<file path="src/hdl/gma_pkg.sv">
// Shared types, constants and the arctangent table for the gradient core.
// Used by gma_cell and gradient_magnitude_angle_core; depends on nothing.
package gma_pkg;

  localparam int PIXEL_BITS    = 8;
  localparam int ANGLE_BITS    = 16;
  localparam int MAG_FRAC_BITS = 3;
  localparam int MAX_WIDTH     = 4096;
  localparam int LS_AW         = 12;
  localparam int CORDIC_STEPS  = 30;
  localparam int SQ_STEPS      = 13;
  localparam int SQ_BITS       = 26;
  localparam int CW            = 34;

  // Register addresses on the configuration port (word index).
  localparam logic [1:0] REG_WIDTH     = 2'd0;
  localparam logic [1:0] REG_HEIGHT    = 2'd1;
  localparam logic [1:0] REG_THRESHOLD = 2'd2;

  typedef struct packed {
    logic [PIXEL_BITS-1:0] pixel_value;
    logic                  frame_start;
  } gma_in_t;

  typedef struct packed {
    logic [11:0]                  pixel_row;
    logic [11:0]                  pixel_col;
    logic [11:0]                  magnitude;
    logic signed [ANGLE_BITS-1:0] orientation;
    logic                         is_defined;
    logic [11:0]                  frame_max;
    logic                         frame_last;
  } gma_out_t;

  // Per-item bookkeeping that rides along the pipeline.
  typedef struct packed {
    logic        emit;
    logic        last;
    logic        clr_pre;
    logic        clr_post;
    logic [11:0] row;
    logic [11:0] col;
  } gma_meta_t;

  // Data handed from one cell to the next.
  typedef struct packed {
    logic                 valid;
    gma_meta_t            meta;
    logic [SQ_BITS-1:0]   sq_v;
    logic [SQ_BITS-1:0]   sq_r;
    logic signed [CW-1:0] cx;
    logic signed [CW-1:0] cy;
    logic signed [CW-1:0] cz;
  } gma_lane_t;

  // Arctangent of 2^-i in units of pi / 2^31.
  function automatic logic signed [CW-1:0] gma_atan(input logic [4:0] idx);
    logic signed [CW-1:0] v;
    case (idx)
      5'd0:  v = 34'sd536870912;
      5'd1:  v = 34'sd316933406;
      5'd2:  v = 34'sd167458907;
      5'd3:  v = 34'sd85004756;
      5'd4:  v = 34'sd42667331;
      5'd5:  v = 34'sd21354465;
      5'd6:  v = 34'sd10679838;
      5'd7:  v = 34'sd5340245;
      5'd8:  v = 34'sd2670163;
      5'd9:  v = 34'sd1335087;
      5'd10: v = 34'sd667544;
      5'd11: v = 34'sd333772;
      5'd12: v = 34'sd166886;
      5'd13: v = 34'sd83443;
      5'd14: v = 34'sd41721;
      5'd15: v = 34'sd20860;
      5'd16: v = 34'sd10430;
      5'd17: v = 34'sd5215;
      5'd18: v = 34'sd2607;
      5'd19: v = 34'sd1303;
      5'd20: v = 34'sd651;
      5'd21: v = 34'sd325;
      5'd22: v = 34'sd162;
      5'd23: v = 34'sd81;
      5'd24: v = 34'sd40;
      5'd25: v = 34'sd20;
      5'd26: v = 34'sd10;
      5'd27: v = 34'sd5;
      5'd28: v = 34'sd2;
      5'd29: v = 34'sd1;
      default: v = '0;
    endcase
    return v;
  endfunction

endpackage

</file>
<file path="src/hdl/gma_cell.sv">
// One cell of the chain: one CORDIC vectoring step and, in the first SQ_STEPS cells, one square-root digit.
// Depends on gma_pkg for the lane type and the arctangent table.
module gma_cell (
  input  logic              clk,
  input  logic              rst_n,
  input  logic              adv,
  input  logic [4:0]        idx,
  input  gma_pkg::gma_lane_t lane_in,
  output gma_pkg::gma_lane_t lane_out
);

  gma_pkg::gma_lane_t lane_r, lane_nxt;
  logic [gma_pkg::SQ_BITS-1:0] sq_bit;
  logic [gma_pkg::SQ_BITS-1:0] sq_try;
  logic [4:0]                  sq_sh;
  logic                        sq_on;
  logic signed [gma_pkg::CW-1:0] xs, ys;

  // Square-root digit: bit weight falls by four each cell.
  always_comb begin
    sq_on  = idx < 5'(gma_pkg::SQ_STEPS);
    sq_sh  = 5'd24 - {idx[3:0], 1'b0};
    sq_bit = sq_on ? (gma_pkg::SQ_BITS'(1) << sq_sh) : '0;
    sq_try = lane_in.sq_r + sq_bit;
    xs     = lane_in.cx >>> idx;
    ys     = lane_in.cy >>> idx;
  end

  // Next contents of the cell.
  always_comb begin
    lane_nxt = lane_in;
    if (sq_on) begin
      if (lane_in.sq_v >= sq_try) begin
        lane_nxt.sq_v = lane_in.sq_v - sq_try;
        lane_nxt.sq_r = (lane_in.sq_r >> 1) + sq_bit;
      end else begin
        lane_nxt.sq_r = lane_in.sq_r >> 1;
      end
    end
    if (lane_in.cy > 0) begin
      lane_nxt.cx = lane_in.cx + ys;
      lane_nxt.cy = lane_in.cy - xs;
      lane_nxt.cz = lane_in.cz + gma_pkg::gma_atan(idx);
    end else begin
      lane_nxt.cx = lane_in.cx - ys;
      lane_nxt.cy = lane_in.cy + xs;
      lane_nxt.cz = lane_in.cz - gma_pkg::gma_atan(idx);
    end
  end

  // Hand over to the neighbour whenever the chain moves.
  always_ff @(posedge clk) begin
    if (!rst_n) begin
      lane_r <= '0;
    end else if (adv) begin
      lane_r <= lane_nxt;
    end
  end

  assign lane_out = lane_r;

endmodule

</file>
<file path="config.mk">
export PLATFORM = sky130hd
export DESIGN_NAME = gma_cell
export DESIGN_NICKNAME = d
export VERILOG_FILES = /design/src/hdl/gma_pkg.sv /design/src/hdl/gma_cell.sv
export SDC_FILE = /design/constraint.sdc
export NUM_CORES = 1
export LEC_CHECK = 0
export BUFFER_PORTS_ARGS = -buffer_cell sky130_fd_sc_hd__clkbuf_2
export CORE_MARGIN = 2
export CORE_UTILIZATION = 60
export CTS_CLUSTER_DIAMETER = 30
export DETAILED_ROUTE_END_ITERATION = 8
export PLACE_DENSITY = 0.95
export SKIP_CTS_REPAIR_TIMING = 1
export SLEW_MARGIN = 20
export SYNTH_ARGS = -nofsm -noshare
export SYNTH_HDL_FRONTEND = slang
export SYNTH_SLANG_ARGS = --single-unit
</file>
<file path="constraint.sdc">
create_clock -name clk -period 13.2 [get_ports clk]
set_input_delay 3.3 -clock clk [delete_from_list [all_inputs] [get_ports clk]]
set_output_delay 3.3 -clock clk [all_outputs]
set_load 0.03 [all_outputs]
</file>
* Word-level counts from Yosys, hierarchy flattened *
Memories as Yosys holds them, arrays and structs flattened.
Cells that the tools add are included.

word-level totals
  RAM bits = 0
  bits in latches = 0
  bits in registers = 183
  output and inout port bits = 183
  memories kept = 2
  input bits = 191
  logic and storage cells = 37
  memory bits (read-only) = 1920

operators by class
  magnitude comparators = 3
  shift operators = 3
  equality and inequality tests = 0
  reduce and logical (&&, ||, !) cells = 0
  $add $sub $neg = 10
  div/mod/pow operators = 0
  bitwise logic cells = 0
  muxes and demuxes = 7
  multipliers = 0

memory list
  name             words  bits a word  rd ports  clocked after Yosys merged registers in  wr ports  line           text
  (no name shown)  32     30           1         0                                        0         gma_pkg.sv:59  case (idx)
  (no name shown)  32     30           1         0                                        0         gma_pkg.sv:59

operators with widths
  operator              number
  $add 34x34->34        3
  $mux 102              1
  $sub 34x34->34        3
  $mux 26               3
  $mux 34               2
  $sshr 34x5->34        2
  $mux 52               1
  $gt 34x1->1 const B   1
  $add 25x26->26        1
  $add 26x26->26        1
  $ge 26x26->1          1
  $shl 1x5->26 const A  1
  $sub 26x26->26        1
  $lt 5x4->1 const B    1
  $sub 5x5->5 const A   1

* Depth between registers and ports, before layout *
Gate-level depths: netlist (run 1).

  word-level depth = 7
  gate-level depth with buffers = 35
  depth with buffers taken out = 28

* Worst setup path after synthesis (run 1) *
OpenSTA, ideal clock, no wires.

  kind = input -> register
  start = input port idx[4]
  end = register lane_r (netlist bit lane_out[112])
  path buffers = 10
  path slack = 3.115 ns
  required time = 13.068 ns
  stages = 35
  arrival time = 9.953 ns
  library setup time = 0.132 ns
  cell sequence = clkbuf_1 > buf_2 > buf_1 > buf_2 > buf_1 > clkbuf_1 > clkbuf_1 > clkbuf_1 > buf_1 > nor3b_1 > ha_1 > ha_1 > inv_1 > maj3_1 > o21a_1 > nor2_1 > maj3_1 > a21oi_1 > o21ai_0 > and3_1 > o21ai_0 > xor2_1 > ha_1 > and3_1 > nand2_1 > a21oi_1 > a211oi_1 > a21oi_1 > a31oi_1 > clkbuf_1 > nor3_1 > a21oi_1 > nor2_1 > a221oi_1 > a21oi_1

on the way
  word-level cells in the longest chain between the ends = 6
  elaborated cells between the ends (all ways) = 7
  classes of those cells = add/sub (2); order compare (2); mux (3)

ends and longest elaborated chain
  what                  line            text
  from (decl)           gma_cell.sv:7   input logic [4:0] idx,
  $lt 5x4->1 (*)        gma_cell.sv:21  sq_on = idx < 5'(gma_pkg::SQ_STEPS);
  $mux 26               gma_cell.sv:23  sq_bit = sq_on ? (gma_pkg::SQ_BITS'(1) << sq_sh) : '0;
  $add 26x26->26        gma_cell.sv:24  sq_try = lane_in.sq_r + sq_bit;
  $ge 26x26->1          gma_cell.sv:33  if (lane_in.sq_v >= sq_try) begin
  $mux 26               gma_cell.sv:33
  $mux 52 (*)           gma_cell.sv:32  if (sq_on) begin
  to (signal assigned)  gma_cell.sv:56  lane_r <= lane_nxt;
  to (decl)             gma_cell.sv:12  gma_pkg::gma_lane_t lane_r, lane_nxt;

Every way passes the cells marked *; elsewhere a longest branch is shown, timed or not.
A chain may end at the register's enable or synchronous reset.

* Final worst setup path (run 1) *
  start = input port idx[0]
  end = register lane_r (netlist bit lane_out[130])

on the way
  word-level cells in the longest chain between the ends = 7
  elaborated cells between the ends (all ways) = 9
  classes of those cells = add/sub (3); order compare (2); shift (1); mux (3)

ends and longest elaborated chain
  what                                            line                            text
  $sub 5x5->5                                     gma_cell.sv:22                  sq_sh = 5'd24 - {idx[3:0], 1'b0};
  $shl 1x5->26                                    gma_cell.sv:23
  $mux 26                                         gma_cell.sv:23
  $add 26x26->26                                  gma_cell.sv:24
  $sub 26x26->26 or $ge 26x26->1 (tied branches)  gma_cell.sv:34, gma_cell.sv:33
  $mux 26                                         gma_cell.sv:33
  $mux 52 (*)                                     gma_cell.sv:32

Marked as above.

==> results of run 1 <==
-- cell families after synthesis --
group,after synthesis,synth area share
buffers and inverters,241,0.0479
xor gates and xnor gates,239,0.0964
AOI/OAI and AO/OA,820,0.241
and+or+nand+nor,815,0.175
DFF,183,0.169
adders and majority gates,169,0.0981
muxes,261,0.173
-- power breakdown --
| group | switching (mW) | internal (mW) | total, mW | leakage (nW) |
|---|---|---|---|---|
| clock | 0.255 | 0.270 | 0.525 | 0.267 |
| sequential | 0.0442 | 0.625 | 0.670 | 1.51 |
| combinational | 0.875 | 0.519 | 1.39 | 8.98 |
-- synth_stat cells, drive strengths merged, types with 42 or more instances --
| cell type | number | share of area |
|---|---|---|
| nor2 | 315 | 0.054 |
| a21o | 72 | 0.025 |
| xor2 | 101 | 0.041 |
| a31oi | 50 | 0.015 |
| nand2 | 217 | 0.038 |
| buf | 65 | 0.017 |
| xnor2 | 138 | 0.056 |
| o21ai | 180 | 0.041 |
| nand3 | 51 | 0.012 |
| a211oi | 42 | 0.015 |
| clkbuf | 103 | 0.018 |
| mux4 | 86 | 0.089 |
| dfxtp | 183 | 0.17 |
| inv | 71 | 0.012 |
| mux2i | 141 | 0.066 |
| ha | 159 | 0.092 |
| a21oi | 245 | 0.057 |
-- path summary, 6_finish.rpt --
kind              endpoint  slack [ns]
max          lane_out[130]        2.65
max reg2reg  lane_out[120]       12.40
min reg2reg   lane_out[67]        0.46
min           lane_out[67]        0.46
-- layer usage --
metal  up-vias  wire [um]
met5         -         11
met4         2       4860
li1      10609          -
met1     10868      29500
met3       353       8760
met2      1650      36600
-- placed cells by master, fill, tap and decap left out, types with 12 or more instances in the layout --
master / Yosys / routed
a211oi_1: 42 / 42
a21o_1: 72 / 72
a21oi_1: 244 / 243
a311oi_1: 14 / 14
a31oi_1: 49 / 49
and2_1: 20 / 20
and3_1: 33 / 33
buf_4: 5 / 34
clkbuf_16: 0 / 17
clkbuf_2: 0 / 368
dfxtp_1: 183 / 183
ha_1: 159 / 159
inv_1: 68 / 66
mux2_2: 31 / 31
mux2i_1: 138 / 138
mux4_2: 86 / 86
nand2_1: 215 / 214
nand2b_1: 23 / 23
nand3_1: 51 / 51
nand4_1: 25 / 25
nor2_1: 315 / 314
nor2b_1: 30 / 30
nor3_1: 33 / 33
o211ai_1: 24 / 24
o21a_1: 21 / 21
o21ai_0: 168 / 168
o21ai_1: 12 / 12
o21bai_1: 22 / 22
o31ai_1: 20 / 20
xnor2_1: 138 / 138
xor2_1: 101 / 101
-- layout make-up --
type,count,area share
well taps,461,0.0238
clock buffers,18,0.0181
inverters,73,0.0114
multi-input cells,2304,0.703
diodes,2,0.000206
repair buffers,404,0.0872
clock inverters,13,0.00563
flip-flops and latches,183,0.151
-- critical path, delay by kind of cell --
family                   cells  cell delay, ns
AND/OR/NAND/NOR              8            1.68
buffers and inverters        2            0.87
adder cells (fa/ha/maj)      4            1.74
AO/OA/AOI/OAI               10            2.59
multiplexers                 2            0.43
XOR/XNOR                     1            0.15
-- per-stage QoR --
step | instances | power (mW) | area (um2) | setup WS (ns) | util
after global routing | 3458 | 2.72 | 24200 | 2.07 | 0.681
after global placement | 3425 | 1.99 | 23700 | 2.24 | 0.665
final | 3458 | 2.59 | 24200 | 2.65 | 0.681
after floorplan | 2728 | 1.66 | 21700 | 3.11 | -
after detailed placement | 3425 | 2.03 | 23700 | 1.92 | 0.665
after CTS | 3456 | 2.56 | 24200 | 2.44 | 0.681
==> summary.md, run 1 <==
| Metric | Value |
|---|---|
| Status | `finished clean` |
| Antenna violations before repair | `3` |
| Initial core utilization | `0.611` |
| Post-synth EDFFs | `0` |
| HP Class | `reg2reg` |
| Remaining DRCs | `0` |
| Syn. warnings | `0` |
| Met2 usage | `0.674` |
| Worst setup startpoint | `idx[0]` |
| WHS | `0.460 ns` |
| First-pass DRT Iterations | `6` |
| Clock Skews | `0 ns` |
| Clock sinks | `approximately 180` |
| Max reg flops | `~180` |
| Crit path capture type | `flop` |
| DRT iter0 DRCs | `between 2k and 3k` |
| PD cells | `around 110 nW/um2` |
| Setup tns final | `0 ns` |
| CTS clk-pin slew, worst paths | `~0.07 ns` |
| RR Startpoint | `lane_out[120]` |
| Die Height | `194 um` |
| Yosys cell types | `roughly 100` |
| GR Layer Usage met3 | `0.0844` |
| Multi-input logic area | `~17,000 um2` |
| Largest net degree at the start of global routing | `85` |
| Max_cap viols | `0` |
| Type of origin of the critical path | `input pin` |
| Worst Path Arrival | `10.86 ns` |
| Number of port buffers | `373` |
| Syn Area/Cell | `between 7 and 8 um2` |
| Proportion of layout cells with a drive suffix above 1 | `0.200` |
| #FFs+latches synth | `183` |
| Die W | `194 um` |
| Met1 Use GR | `0.490` |
| H-tree levels | `4` |
| RSZ-0062 raised after global routing | `no` |
| Filler cells | `2,932` |
| Post-synthesis sequential area ratio | `0.169` |
| Slew headroom | `0.314` |
| Syn nets | `3,082` |
| Clock Latency Late Sink | `about 0.46 ns` |
| Worst-case reg-to-reg path depth | `2` |
| Syn Std Cell Area | `21,700 um2` |
| Hold path cells | `2` |
| CTS tree | `yes` |
| Final hold violation count | `0` |
| CTS root buffer | `clkbuf_16` |
| Number of global-route vias before repair | `approximately 23k` |
| FP Rows | `69` |
| Achievable Freq | `94.8 MHz` |
| Pins Over Slew Limit | `0` |
| Via count | `around 23k` |
| Post-route ant nets | `0` |
| Final #Nets | `roughly 3.3k` |
| Vias/cell | `6.79` |
| Total gr overflow | `0` |
| Leak | `about 11 nW` |
| Asr flop ratio synth | `0` |
| Clock buffer depth | `2` |
| Final setup fails | `0` |
| Max FO, Critical Path | `52` |
| Routed WL | `79,700 um` |
| Io pins | `around 370` |
| Area grow syn2layout | `11.6%` |
| Global routing's busiest layer | `met2` |
| Core area | `between 30,000 and 40,000 um2` |
| DP HPWL | `60,400 um` |
| Minimum clock period | `~11 ns` |
| Critical path's largest stage delay | `0.58 ns` |
| CP required | `13.51 ns` |
| Routability cong. | `between 1 and 1.5` |
| Critical path's slowest cell | `buf_4` |
| Worst Tran Pin Value | `roughly 1.0 ns` |
| Tcrit/Tclk final | `0.799` |
| Peak VDD IR | `between 0.1 and 0.15 mV` |
| WS Path Type | `in2reg` |
| Register area | `3660 um2` |
| Worst hold start | `lane_out[67]` |
| Most used flip-flop cell after synthesis | `dfxtp_1` |
| First-pass GRT wire length | `123,000 um` |
| Tot GR Track Use | `0.405` |
| Syn Inst Count | `2,728` |
| Die area | `around 38,000 um2` |
| Total CTS buffers | `17` |
| DR WL/cell | `about 23 um` |
| CP most frequent cell | `ha_1` |
Power figures use the tool's default switching activity.
==> inputs of run 2 (changes only) <==
- ABC_AREA: not set -> 1
- CORE_UTILIZATION: 60 -> 54
- PLACE_DENSITY: 0.95 -> 0.91
- clock period: 13.2 -> 9.4 ns (I/O delays scaled with it)
==> summary.md, run 2 <==
| Metric | Value |
|---|---|
| Status | `finished clean` |
| Met2 usage | `0.603` |
| Syn Std Cell Area | `23,200 um2` |
| Core area | `42,200 um2` |
| Clock Latency Late Sink | `around 0.49 ns` |
| Number of global-route vias before repair | `roughly 26k` |
| Cell count after placement | `slightly below 5k` |
| Final core utilization | `0.611` |
| Most frequent cell after synthesis | `nand2_1` |
| Vias/cell | `5.80` |
| Place WS | `between 0.8 and 0.9 ns` |
| Finished Layout Cells | `just under 5k` |
| Multi-input logic area | `about 17,000 um2` |
| DR WL/cell | `between 15 and 20 um` |
| CTS tree | `yes` |
| Finished Cell Area | `25,800 um2` |
| Number of port buffers | `373` |
| Slew headroom | `0.313` |
| Filler cells | `4,267` |
| Syn. warnings | `0` |
| Io pins | `~370` |
| Routed WL | `roughly 84,000 um` |
| Yosys top cell area share | `0.160` |
| Total gr overflow | `0` |
| Proportion of layout cells with a drive suffix above 1 | `0.119` |
| H-tree levels | `4` |
| Minimum clock period | `~8.2 ns` |
| Syn nets | `about 4.4k` |
| PD cells | `139 nW/um2` |
| Pins Over Slew Limit | `0` |
| First-pass GRT wire length | `between 100,000 and 150,000 um` |
| Commonest non-fill, non-tap cell in the layout | `nand2_1` |
| Largest net degree at the start of global routing | `approximately 110` |
| Total CTS buffers | `17` |
| Peak VDD IR | `around 0.12 mV` |
| HP Class | `reg2reg` |
| Antenna violations before repair | `5` |
| #FFs+latches synth | `~180` |
| Synth top area cells | `nand2_1 16%, dfxtp_1 16%, nor2_1 8.7%` |
| Yosys cell types | `64` |
| Routability cong. | `1.03` |
| Clock buffer depth | `2` |
| DP HPWL | `67,200 um` |
| DRT iter0 DRCs | `between 3k and 4k` |
| Final #Nets | `~4.6k` |
| Dominant cell type by area after synthesis | `nand2_1` |
| Post-synth EDFFs | `0` |
| Crit path capture type | `flop` |
| Clock Skews | `0 ns` |
| Met1 Use GR | `0.467` |
| Max FO, Critical Path | `between 40 and 50` |
| CP required | `approximately 9.7 ns` |
| Final hold violation count | `0` |
| CTS root buffer | `clkbuf_16` |
| WS Path Type | `in2reg` |
| RSZ-0062 raised after global routing | `no` |
| Most used flip-flop cell after synthesis | `dfxtp_1` |
| Area grow syn2layout | `11.0%` |
| Leading cell types in the layout, fill and taps excluded | `993 x nand2_1, 535 x nor2_1, 413 x inv_1` |
| Tcrit/Tclk final | `0.874` |
| Global routing's busiest layer | `met2` |
| Achievable Freq | `between 100 and 150 MHz` |
| CTS clk-pin slew, worst paths | `around 0.08 ns` |
| Register area | `3660 um2` |
| Die W | `211 um` |
| Die area | `approximately 45,000 um2` |
| Tot GR Track Use | `0.371` |
| Final WS setup | `roughly 1.2 ns` |
| Worst Tran Pin Value | `just over 1 ns` |
| Max_cap viols | `0` |
| Post-Place Cell Area | `25,200 um2` |
| First-pass DRT Iterations | `6` |
| Type of origin of the critical path | `input pin` |
| Synth cell count leaders | `993 x nand2_1, 536 x nor2_1, 415 x inv_1` |
| Initial core utilization | `0.550` |
| Syn Area/Cell | `between 5 and 6 um2` |
| Post-synthesis sequential area ratio | `0.158` |
| Via count | `approximately 28k` |
| Max reg flops | `183` |
| Asr flop ratio synth | `0` |
| Clock sinks | `~180` |
| Leak | `~14 nW` |
| Syn Inst Count | `4,031` |
| Final setup fails | `0` |
| Post-route ant nets | `0` |
| Setup tns final | `0 ns` |
| Remaining DRCs | `0` |
| Worst Path Arrival | `approximately 8.6 ns` |
| Die Height | `between 200 and 250 um` |
| FP Rows | `75` |
| GR Layer Usage met3 | `0.0779` |
## run 2: cell count changes after synthesis, sizes merged, moves of 39 or more
cell,previous run,this run
inv,71,433
mux2i,141,0
a211oi,42,3
xnor2,138,55
nand3,51,395
nand2,217,1002
nor2,315,554
xor2,101,145
mux4,86,0
a21o,72,19
o21ai,180,328
## run 2: final timing paths
check,startpoint,to,slack (ns),depth (start not counted)
worst max-delay path,idx[3],lane_out[151],1.18,28
worst min-delay path,lane_out[136],lane_out[136],0.47,2
worst max register to register,lane_out[79],lane_out[79],8.58,4
worst min register to register,lane_out[136],lane_out[136],0.47,2
## run 2: layer usage
| metal | share of wire | vias up | routed length (um) |
|---|---|---|---|
| li1 | - | 13850 | - |
| met1 | 0.42 | 12579 | 35000 |
| met2 | 0.44 | 1377 | 37100 |
| met3 | 0.092 | 235 | 7790 |
| met4 | 0.052 | 4 | 4350 |
| met5 | 0.00026 | - | 22 |
## run 2: stage by stage
step           power [mW]  hold slack, ns
2_1_floorplan        2.29           0.594
3_3_place_gp         2.78           0.453
3_5_place_dp         2.79           0.457
4_1_cts              3.57           0.468
5_1_grt              3.84           0.478
6_report             3.59           0.466
## run 2: cell type report
| cell class | instances | share of cell area |
|---|---|---|
| flip-flops and latches | 183 | 0.142 |
| inverters | 436 | 0.0640 |
| well taps | 539 | 0.0262 |
| clock inverters | 15 | 0.00728 |
| diodes | 3 | 0.000291 |
| clock buffers | 17 | 0.0165 |
| repair buffers | 393 | 0.0786 |
| multi-input cells | 3252 | 0.665 |
## run 2: cells by family after synthesis
kind of cell | Yosys count | share of synthesized area
compound gates | 795 | 0.193
simple gates | 2094 | 0.380
buf+inv | 596 | 0.104
xor+xnor | 200 | 0.0762
flops | 183 | 0.158
fa+ha+maj | 163 | 0.0891
## run 2: worst max-delay path: stages
cell      delay [ns]
clkbuf_2        0.14
buf_4           0.29
nand2_1         0.16
nand2_2         0.33
inv_2           0.56
nand3_2         0.25
nor2_1          0.30
a21oi_1         0.10
nor2_1          0.27
nand3_1         0.14
nand2_1         0.08
nand2_1         0.08
o21ai_1         0.25
a21oi_1         0.12
xor2_1          0.17
ha_1            0.35
nand2_1         0.12
nor2_1          0.18
nand3_1         0.10
nor2_1          0.15
nand4_1         0.11
nand3_1         0.12
buf_4           0.38
nand2_1         0.34
inv_2           0.63
a31oi_1         0.16
o21ai_0         0.14
a21oi_1         0.11
## run 2: power by group
group	switching, mW	internal (mW)
Sequential	0.0501	0.863
Combinational	1.29	0.611
Clock	0.389	0.381
Total	1.73	1.86
